**config.mk**
```make
export PLATFORM = sky130hd
export DESIGN_NAME = audio_frame_seek_walker_unit
export DESIGN_NICKNAME = d
export VERILOG_FILES = /design/src/hdl/afsw_pkg.sv /design/src/hdl/audio_frame_seek_walker_unit.sv
export VERILOG_INCLUDE_DIRS = /design/src /design/src/hdl
export SDC_FILE = /design/constraint.sdc
export NUM_CORES = 2
export LEC_CHECK = 0
export BUFFER_PORTS_ARGS = -buffer_cell sky130_fd_sc_hd__buf_4
export CAP_MARGIN = 20
export CORE_ASPECT_RATIO = 1.4
export CORE_MARGIN = 2
export CORE_UTILIZATION = 63
export CTS_CLUSTER_DIAMETER = 30
export CTS_CLUSTER_SIZE = 8
export DETAILED_ROUTE_END_ITERATION = 8
export GPL_ROUTABILITY_DRIVEN = 1
export PLACE_DENSITY = 0.8
export SKIP_LAST_GASP = 1
export SLEW_MARGIN = 20
export SYNTH_ARGS = -nofsm -noshare
export SYNTH_HDL_FRONTEND = slang
export SYNTH_SLANG_ARGS = --single-unit
```
**constraint.sdc**
```tcl
create_clock -name clk -period 10.4 [get_ports clk]
set_input_delay 1.56 -clock clk [delete_from_list [all_inputs] [get_ports clk]]
set_output_delay 1.56 -clock clk [all_outputs]
set_load 0.1 [all_outputs]
```
**src/hdl/audio_frame_seek_walker_unit_macros.svh**
```systemverilog
// ----------------------------------------------------------------------------
// audio_frame_seek_walker_unit_macros.svh
// Assertion macros for the frame seek walker. Clock is clk, reset is rst.
// ----------------------------------------------------------------------------
`ifndef AUDIO_FRAME_SEEK_WALKER_UNIT_MACROS_SVH
`define AUDIO_FRAME_SEEK_WALKER_UNIT_MACROS_SVH

`ifndef SYNTH

// property holds at every edge outside reset
`define AFSW_ASSERT(lbl, prop, msg) \
  lbl: assert property (@(posedge clk) disable iff (rst) (prop)) else $error(msg);

// consequent holds in the cycle after the antecedent
`define AFSW_ASSERT_NEXT(lbl, ante, cons, msg) \
  lbl: assert property (@(posedge clk) disable iff (rst) (ante) |=> (cons)) \
    else $error(msg);

`else

`define AFSW_ASSERT(lbl, prop, msg)
`define AFSW_ASSERT_NEXT(lbl, ante, cons, msg)

`endif

`endif

```
**src/hdl/afsw_pkg.sv**
```systemverilog
// ----------------------------------------------------------------------------
// afsw_pkg
// Shared constants and types of the audio frame seek walker.
// ----------------------------------------------------------------------------
`default_nettype none

package afsw_pkg;

  localparam int RATE_HZ  = 22050;
  localparam int MS_PER_S = 1000;
  localparam int HDR_LEN  = 8;

  // samples = ms * RATE_HZ / MS_PER_S, reduced by the common factor
  localparam int RATE_GCD = 50;
  localparam int TGT_NUM  = RATE_HZ / RATE_GCD;   // 441
  localparam int TGT_DEN  = MS_PER_S / RATE_GCD;  // 20

  // floor(samp * TGT_DEN / TGT_NUM) by reciprocal, at most one low
  localparam int MS_SHIFT = 40;
  localparam int MS_RECIP_W = 36;
  localparam logic [MS_RECIP_W-1:0] MS_RECIP =
    MS_RECIP_W'(((64'd1 << MS_SHIFT) * 64'(TGT_DEN)) / 64'(TGT_NUM));
  localparam int MS_SPLIT = 18;
  localparam int MS_Q_W = 28;

  typedef enum logic [1:0] {
    CFG_TARGET_MS  = 2'd0,
    CFG_TOTAL      = 2'd1,
    CFG_HDR_OFFSET = 2'd2,
    CFG_FILE_LEN   = 2'd3
  } cfg_idx_t;

  typedef struct packed {
    logic [31:0] offset;
    logic [31:0] sample;
  } landing_t;

endpackage

`default_nettype wire

```
**src/hdl/audio_frame_seek_walker_unit.sv**
```systemverilog
// ----------------------------------------------------------------------------
// audio_frame_seek_walker_unit
// Walks the frame headers of a compressed audio file byte stream and reports
// the frame that holds the requested playback position.
// ----------------------------------------------------------------------------
// Usage:
//   Configure the seek position, total sample count, header offset and file
//   length through the write port (cfg_write, cfg_index, cfg_data). A write
//   applies from the next accepted byte; write only with no result in flight.
//   Stream file bytes on data_byte with start_of_file set on the byte at
//   offset 0. Each transaction on the input channel is one byte; the block
//   takes one byte per cycle while in_ready is high and needs no gaps between bytes.
//   When the walk ends, one result transaction carries landing_offset,
//   landing_sample and landing_ms. It leaves the block through a
//   five-register pipeline; the millisecond conversion (split reciprocal
//   multiply, then a correction) sets that depth.
//   Bytes after the result, or before any start byte, are taken and dropped.
//   Reset: no walk active, header_offset = 8, other registers zero, pipeline
//   empty.
//   A stalled output fills the pipeline; input stays ready until the stage
//   behind the walker holds a result it cannot pass on.
// ----------------------------------------------------------------------------
`default_nettype none

module audio_frame_seek_walker_unit (
  input  wire logic        clk,
  input  wire logic        rst,

  input  wire logic        cfg_write,
  input  wire logic [1:0]  cfg_index,
  input  wire logic [31:0] cfg_data,

  input  wire logic        in_valid,
  output logic             in_ready,
  input  wire logic [7:0]  data_byte,
  input  wire logic        start_of_file,

  output logic             out_valid,
  input  wire logic        out_ready,
  output logic [31:0]      landing_offset,
  output logic [31:0]      landing_sample,
  output logic [31:0]      landing_ms
);

  `include "audio_frame_seek_walker_unit_macros.svh"

  import afsw_pkg::*;

  localparam int PROD_W = 41;
  localparam int FS20_W = 21;
  localparam int PP_W   = 32 + MS_SPLIT;
  localparam int SUM_W  = PP_W + MS_SPLIT;
  localparam int S20_W  = 37;

  // configuration
  logic [PROD_W-1:0] tgt_prod;
  logic [31:0]       total;
  logic [31:0]       hoff;
  logic [31:0]       flen;

  // walker state
  logic              fin, fin_next;
  logic [31:0]       shreg, shreg_next;
  logic [31:0]       hdr_cnt, hdr_cnt_next;
  logic [31:0]       fstart, fstart_next;
  logic [31:0]       ssum, ssum_next;
  logic [S20_W-1:0]  ssum_x20, ssum_x20_next;

  logic              acc;
  logic              emit;
  landing_t          res;
  logic [31:0]       sh_in;
  logic [15:0]       fs;
  logic [15:0]       sz;
  logic [FS20_W-1:0] fs20;
  logic [32:0]       sum_nx;
  logic [S20_W-1:0]  x20_nx;
  logic [32:0]       end_nx;
  logic [33:0]       hdr_nx;
  logic              past_tgt;
  logic [32:0]       d_sof;

  // result pipeline
  logic              va, vb, vc, vd;
  logic              rdy_a, rdy_b, rdy_c, rdy_d, rdy_o;
  landing_t          a_res, b_res, c_res, d_res;
  logic [PP_W-1:0]   b_pp_hi, b_pp_lo;
  logic [S20_W-1:0]  b_s20, c_s20, d_s20;
  logic [SUM_W-1:0]  pp_sum;
  logic [MS_Q_W-1:0] c_q, d_q;
  logic [S20_W-1:0]  d_q441;
  logic [S20_W-1:0]  ms_rem;
  logic [MS_Q_W-1:0] ms_fix;

  assign rdy_o    = !out_valid || out_ready;
  assign rdy_d    = !vd || rdy_o;
  assign rdy_c    = !vc || rdy_d;
  assign rdy_b    = !vb || rdy_c;
  assign rdy_a    = !va || rdy_b;
  assign in_ready = rdy_a;
  assign acc      = in_valid && in_ready;

  always_ff @(posedge clk) begin
    if (rst) begin
      tgt_prod <= '0;
      total    <= '0;
      hoff     <= 32'(HDR_LEN);
      flen     <= '0;
    end else if (cfg_write) begin
      case (cfg_idx_t'(cfg_index))
        CFG_TARGET_MS:  tgt_prod <= {9'd0, cfg_data} * PROD_W'(TGT_NUM);
        CFG_TOTAL:      total    <= cfg_data;
        CFG_HDR_OFFSET: hoff     <= cfg_data;
        CFG_FILE_LEN:   flen     <= cfg_data;
        default:        total    <= total;
      endcase
    end
  end

  assign sh_in  = start_of_file ? {24'd0, data_byte} : {shreg[23:0], data_byte};
  assign fs     = sh_in[31:16];
  assign sz     = sh_in[15:0];
  assign fs20   = (FS20_W'(fs) << 4) + (FS20_W'(fs) << 2);
  assign sum_nx = {1'b0, ssum} + {17'd0, fs};
  assign x20_nx = ssum_x20 + S20_W'(fs20);
  assign end_nx = {1'b0, fstart} + {17'd0, sz};
  assign hdr_nx = {2'd0, fstart} + {18'd0, sz} + 34'(HDR_LEN);
  assign d_sof  = {1'b0, flen} - {1'b0, hoff};

  // zero total clamps the target to all ones
  assign past_tgt = (total == '0) ? sum_nx[32] :
                    (PROD_W'(x20_nx) > tgt_prod || sum_nx >= {1'b0, total});

  always_comb begin
    fin_next      = fin;
    shreg_next    = shreg;
    hdr_cnt_next  = hdr_cnt;
    fstart_next   = fstart;
    ssum_next     = ssum;
    ssum_x20_next = ssum_x20;
    emit          = 1'b0;
    res.offset    = fstart;
    res.sample    = ssum;
    if (acc) begin
      shreg_next = sh_in;
      if (start_of_file) begin
        fin_next      = 1'b0;
        hdr_cnt_next  = hoff + 32'(HDR_LEN - 1);
        fstart_next   = hoff;
        ssum_next     = '0;
        ssum_x20_next = '0;
        res.offset    = hoff;
        res.sample    = '0;
        if (tgt_prod == '0 || total == '0 || d_sof[32] ||
            d_sof[31:0] < 32'(HDR_LEN)) begin
          emit     = 1'b1;
          fin_next = 1'b1;
        end
      end else if (!fin) begin
        hdr_cnt_next = hdr_cnt - 32'd1;
        if (hdr_cnt == 32'd1) begin
          if (sz == '0 || end_nx > {1'b0, flen} || past_tgt) begin
            emit     = 1'b1;
            fin_next = 1'b1;
          end else begin
            fstart_next   = end_nx[31:0];
            ssum_next     = sum_nx[31:0];
            ssum_x20_next = x20_nx;
            hdr_cnt_next  = {16'd0, sz};
            res.offset    = end_nx[31:0];
            res.sample    = sum_nx[31:0];
            if (hdr_nx > {2'd0, flen}) begin
              emit     = 1'b1;
              fin_next = 1'b1;
            end
          end
        end
      end
    end
  end

  always_ff @(posedge clk) begin
    if (rst) begin
      fin       <= 1'b1;
      shreg     <= '0;
      hdr_cnt   <= '0;
      fstart    <= '0;
      ssum      <= '0;
      ssum_x20  <= '0;
      va        <= 1'b0;
      vb        <= 1'b0;
      vc        <= 1'b0;
      vd        <= 1'b0;
      out_valid <= 1'b0;
    end else begin
      fin      <= fin_next;
      shreg    <= shreg_next;
      hdr_cnt  <= hdr_cnt_next;
      fstart   <= fstart_next;
      ssum     <= ssum_next;
      ssum_x20 <= ssum_x20_next;
      if (rdy_a) begin
        va <= emit;
      end
      if (rdy_b) begin
        vb <= va;
      end
      if (rdy_c) begin
        vc <= vb;
      end
      if (rdy_d) begin
        vd <= vc;
      end
      if (rdy_o) begin
        out_valid <= vd;
      end
    end
  end

  assign pp_sum = (SUM_W'(b_pp_hi) << MS_SPLIT) + SUM_W'(b_pp_lo);
  assign ms_rem = d_s20 - d_q441;
  assign ms_fix = d_q + MS_Q_W'(ms_rem >= S20_W'(TGT_NUM));

  always_ff @(posedge clk) begin
    if (rdy_a) begin
      a_res <= res;
    end
    if (rdy_b) begin
      b_res   <= a_res;
      b_pp_hi <= PP_W'(a_res.sample) * PP_W'(MS_RECIP[MS_RECIP_W-1:MS_SPLIT]);
      b_pp_lo <= PP_W'(a_res.sample) * PP_W'(MS_RECIP[MS_SPLIT-1:0]);
      b_s20   <= (S20_W'(a_res.sample) << 4) + (S20_W'(a_res.sample) << 2);
    end
    if (rdy_c) begin
      c_res <= b_res;
      c_s20 <= b_s20;
      c_q   <= pp_sum[SUM_W-1:MS_SHIFT];
    end
    if (rdy_d) begin
      d_res  <= c_res;
      d_s20  <= c_s20;
      d_q    <= c_q;
      d_q441 <= S20_W'(c_q) * S20_W'(TGT_NUM);
    end
    if (rdy_o) begin
      landing_offset <= d_res.offset;
      landing_sample <= d_res.sample;
      landing_ms     <= 32'(ms_fix);
    end
  end

  `AFSW_ASSERT(a_x20_sum, ssum_x20 == (S20_W'(ssum) << 4) + (S20_W'(ssum) << 2), "x20 sum drift")
  `AFSW_ASSERT(a_cnt_live, fin || hdr_cnt != '0, "header countdown reached zero")
  `AFSW_ASSERT_NEXT(a_emit_fin, acc && emit, fin, "walk not closed after result")
  `AFSW_ASSERT_NEXT(a_out_hold, out_valid && !out_ready, out_valid, "result dropped on stall")
  `AFSW_ASSERT(a_ms_recip, !vd || ms_rem < S20_W'(2 * TGT_NUM), "ms reciprocal off by more than one")

endmodule

`default_nettype wire

```
==> qor.txt <==
SYNTHESIS
-----------------------------------------------------------------------------------------------
Fraction of the mapped netlist area in simple logic gates                                 10.3%
Proportion of netlist area held by the largest area contributor                           24.9%
Synthesized flop and latch total                                                            914
Count of flip-flops with a built-in enable after synthesis                                  616
Count of yosys warnings during synthesis                                                      0
Compound-cell area share of the yosys netlist                                             11.3%
Cells after Synth                                                                          7077
Multiplexer share of the synthesized area                                                0.259%
Cell area after synthesis                                                          0.0744 sq mm
Post-synth top area cell                                                           sky130_fd_sc_hd__edfxtp_1
Area share of fa/ha/maj cells after synthesis                                             34.5%
Most used flip-flop cell after synthesis                                           sky130_fd_sc_hd__edfxtp_1
Post-synth cell types                                                                        98
Area contributors post-synth                                                       sky130_fd_sc_hd__edfxtp_1, sky130_fd_sc_hd__fa_1, sky130_fd_sc_hd__ha_1
Top post-synthesis cells by count                                                  sky130_fd_sc_hd__inv_1, sky130_fd_sc_hd__ha_1, sky130_fd_sc_hd__fa_1
Register area share after synthesis                                                       32.9%
Share of synthesized registers carrying an async set or reset                                0%
Post-synthesis average cell area                                                     10.5 sq um
Combinational family with the most area after synthesis                             adder cells
Library cell with the highest instance count after synthesis                       sky130_fd_sc_hd__inv_1
Post-Synth XOR/XNOR Area                                                                  4.57%

DRT
-----------------------------------------------------------------------------------------------
Average detailed-routed wire length per instance                                        23.5 um
Pre-antenna DRT Iters                                                                         5
Iteration-0 DRC Markers                                                                    4411
Sum of routed wire length over all layers                                             210000 um
DRT antenna net count                                                                         0
Post-route DRC violation count                                                                0
Vias per std cell                                                                          6.13
Total via count in the routed design                                                      54749

GLOBAL ROUTE
-----------------------------------------------------------------------------------------------
Wire length of the first global-routing pass                                          325000 um
Sum of overflow across all layers after global routing                                        0
Global-route layer with the greatest usage                                                 met2
Met1 routing resource usage after global routing                                          38.2%
Pin count of the biggest net entering global routing                                         84
Met3 Usage GRT                                                                            5.09%
Antenna violations before repair                                                              3
Global-route met2 utilization                                                             62.9%
Global-route usage over all layers                                                        35.6%
Via count of the first global-routing pass                                                57868

CELLS AND AREA
-----------------------------------------------------------------------------------------------
Area growth syn-to-layout                                                                 11.4%
Count of placed standard cells in the final layout, fillers left out                       8936
Count of filler cells inserted in the layout                                               8473
Fraction of final layout cells sized beyond drive strength 1                              7.08%
Post-layout net count                                                                      8974

CTS
-----------------------------------------------------------------------------------------------
Hold-fix buffers, CTS                                                                         0
CTS max path bufs                                                                             3
TritonCTS clock tree                                                                       done
Clock input transition at the sequential cells of the worst setup and hold paths          50 ps
Root Buffer Master                                                                 sky130_fd_sc_hd__clkbuf_16
Post-CTS sizing                                                                               0
Post-CTS setup repair buffer count                                                            0
Maximum level of the CTS H-tree                                                               4
Number of sinks driven by the clock tree                                                    914
Number of buffers created by CTS                                                            169
Clock latency at the later pin of the worst-skew pair                                    810 ps

RUN
-----------------------------------------------------------------------------------------------
Number of max-cap violations                                                                  0

POWER AND IR DROP
-----------------------------------------------------------------------------------------------
Peak supply drop                                                                     0.000234 V
Switching share of power                                                                  29.0%
Internal                                                                                8.34 mW
Portion of total power attributed to sequential cells                                     34.4%
Proportion of power drawn by combinational gates                                          20.0%
Net switching power                                                                     3.40 mW
Part of the power in the clock network                                                    45.6%
Leakage power                                                                           39.8 nW
PwrDens                                                                             142 mW/mm^2

HOLD PATH
-----------------------------------------------------------------------------------------------
Endpoint with the worst hold slack                                                    d_s20[19]
Hold Startpoint                                                                       c_s20[19]
Hold WC Path Type                                                                  flop to flop
Cells on Worst Hold Path                                                                      0

SETUP PATH
-----------------------------------------------------------------------------------------------
Max FO, Critical Path                                                                        43
Most repeated library cell on the critical path                                    sky130_fd_sc_hd__a31oi_1
Worst flop-to-flop path startpoint                                                    shreg[15]
Number of cells traversed by the worst register-to-register path                             26
Slowest Stage Delay on Critical Path                                                     760 ps
Crit path max-delay cell type                                                      sky130_fd_sc_hd__o21ai_4
Reg-to-reg endpoint                                                                     ssum[4]
Critical path buffers and inverters                                                           4
Critical path capture point type                                                           flop
Data required time at the worst endpoint                                               11150 ps
Startpoint types                                                                     input port
Arrival time at the worst endpoint                                                      9750 ps
Setup slack of the most critical reg-to-reg path                                        1780 ps
WS Path Type                                                                       input port to flop
Cell type group with the largest total delay on the critical path                  compound AO/OA/AOI/OAI gates

STA
-----------------------------------------------------------------------------------------------
Setup skew after layout                                                                 39.5 ps
Worst Max-Slew Pin Slew                                                                 1200 ps
Worst slew margin relative to its limit                                                   18.9%
Number of failing hold endpoints at the final stage                                           0
Final Hold Slack                                                                         393 ps
Unrepaired setup endpoints after global routing                                           false
Tcrit/Tclk final                                                                          86.5%
Minimum period implied by the final worst setup slack                                   9000 ps
Fmax achieved                                                                         0.111 GHz
Number of endpoints failing setup at the final stage                                          0
Setup Total Neg Slack                                                                      0 ps
Pins over their slew limit                                                                    0

PLACE
-----------------------------------------------------------------------------------------------
Number of input and output port buffers inserted                                            141
Global placer's final weighted congestion                                                  1.01
HPWL reported at the end of detailed placement                                        164000 um
Cell count after placement                                                                 8643

STATUS
-----------------------------------------------------------------------------------------------
Status                                                                             finished clean

FLOORPLANNING
-----------------------------------------------------------------------------------------------
Total core area                                                                     0.117 sq mm
Site Rows                                                                                   149
Vertical die dimension                                                                   410 um
Top-level port count                                                                        146
Chip Width                                                                               294 um
Die area                                                                            0.121 sq mm
Starting density of the core                                                              63.3%

## worst max-delay path by stage
stage / from / to / cells after the start
floorplan: start_of_file / a_res[62] / 31
global placement: start_of_file / hdr_cnt[24] / 28
detailed placement: start_of_file / ssum[30] / 29
CTS: start_of_file / ssum[30] / 29
global route: start_of_file / ssum[4] / 29
finish: start_of_file / ssum[4] / 29
## power by group through the flow
stage / logic (mW) / registers, mW / clock network (mW)
2_1_floorplan: 1.71 / 4.12 / 0
3_3_place_gp: 2.26 / 4.10 / 0
3_5_place_dp: 2.32 / 4.10 / 0
4_1_cts: 2.34 / 4.04 / 5.40
5_1_grt: 2.60 / 4.05 / 5.57
6_report: 2.34 / 4.04 / 5.36
## cell families after synthesis
family / Yosys count
AOI/OAI and AO/OA: 1314
xor gates and xnor gates: 388
adders and majority gates: 1623
buffers and inverters: 1212
DFF: 914
muxes: 19
other: 1
and+or+nand+nor: 1606
## metal layers
layer,wire (um),up-vias
li1,-,24817
met1,72700,26763
met2,107000,2327
met3,12100,838
met4,18600,4
met5,23,-
## flip-flops by register name, indices dropped and copies added (netlist names), 34 cells and up
signal	cells
a_res	64
b_res	64
c_res	64
d_res	64
b_pp_hi	47
tgt_prod	41
ssum_x20	35
d_q441	34
## final cells by class
class                   count  area (sq um)  area share (%)
repair buffers            206          1550            1.87
flip-flops and latches    914         24500            29.5
well taps                1510          1890            2.28
multi-input cells        4954         45400            54.8
inverters                1059          3980            4.81
diodes                      1          2.50         0.00302
clock inverters            76           966            1.17
clock buffers             216          4620            5.57
## placed cells by master, fill, tap and decap left out, types with 17 or more instances in the layout
cell type                   count
sky130_fd_sc_hd__o21ai_0      230
sky130_fd_sc_hd__clkbuf_1      29
sky130_fd_sc_hd__xor2_1       101
sky130_fd_sc_hd__o21bai_1      58
sky130_fd_sc_hd__and4_1        18
sky130_fd_sc_hd__or3_1         23
sky130_fd_sc_hd__nor4_1        48
sky130_fd_sc_hd__a22o_1        25
sky130_fd_sc_hd__and2_1        65
sky130_fd_sc_hd__dfxtp_1      298
sky130_fd_sc_hd__nand3_1      128
sky130_fd_sc_hd__buf_4        205
sky130_fd_sc_hd__nor3_1        91
sky130_fd_sc_hd__nor2_1       302
sky130_fd_sc_hd__nand4_1       85
sky130_fd_sc_hd__edfxtp_1     616
sky130_fd_sc_hd__xnor2_1      287
sky130_fd_sc_hd__o211ai_1      28
sky130_fd_sc_hd__a221o_1       19
sky130_fd_sc_hd__o21a_1        41
sky130_fd_sc_hd__ha_1         905
sky130_fd_sc_hd__nor2b_1       60
sky130_fd_sc_hd__a21oi_1      479
sky130_fd_sc_hd__a211oi_1      55
sky130_fd_sc_hd__mux2i_1       17
sky130_fd_sc_hd__nand2_1      604
sky130_fd_sc_hd__fa_1         717
sky130_fd_sc_hd__inv_1       1053
sky130_fd_sc_hd__and3_1        86
sky130_fd_sc_hd__a31oi_1       50
sky130_fd_sc_hd__nand2b_1      38
sky130_fd_sc_hd__a21o_1       107
sky130_fd_sc_hd__clkbuf_16    172
## worst register-to-register path, cell delays in order, from the launching register on
cell and delay, ps:
sky130_fd_sc_hd__dfxtp_1 570, sky130_fd_sc_hd__nor2b_1 410, sky130_fd_sc_hd__fa_1 490, sky130_fd_sc_hd__ha_1 380, sky130_fd_sc_hd__a21o_1 200, sky130_fd_sc_hd__a2111oi_0 380
sky130_fd_sc_hd__o21ai_1 130, sky130_fd_sc_hd__a31oi_1 520, sky130_fd_sc_hd__o21ai_1 240, sky130_fd_sc_hd__and4_1 260, sky130_fd_sc_hd__a2111oi_0 700, sky130_fd_sc_hd__nor2b_1 300
sky130_fd_sc_hd__nand3_1 190, sky130_fd_sc_hd__xnor2_1 120, sky130_fd_sc_hd__ha_1 340, sky130_fd_sc_hd__nand4_1 110, sky130_fd_sc_hd__nor3_1 310, sky130_fd_sc_hd__o21ai_0 170
sky130_fd_sc_hd__a31oi_1 180, sky130_fd_sc_hd__o211ai_1 210, sky130_fd_sc_hd__a31oi_1 420, sky130_fd_sc_hd__nor4_4 130, sky130_fd_sc_hd__o21ai_4 760, sky130_fd_sc_hd__buf_4 560
sky130_fd_sc_hd__a21oi_1 100, sky130_fd_sc_hd__o21ai_0 230, sky130_fd_sc_hd__and2_1 150
## metrics by stage
| stage | utilization (%) | area, sq um | worst slack (ps) | power, mW |
|---|---|---|---|---|
| final | 70.6 | 82900 | 1400 | 11.7 |
| after global placement | 65.8 | 77300 | 910 | 6.36 |
| after global routing | 70.5 | 82900 | 886 | 12.2 |
| after floorplan | - | 74400 | 2080 | 5.84 |
| after detailed placement | 65.8 | 77300 | 808 | 6.42 |
| after CTS | 70.5 | 82900 | 1650 | 11.8 |
Note: power is estimated with default switching activity, not from simulation.
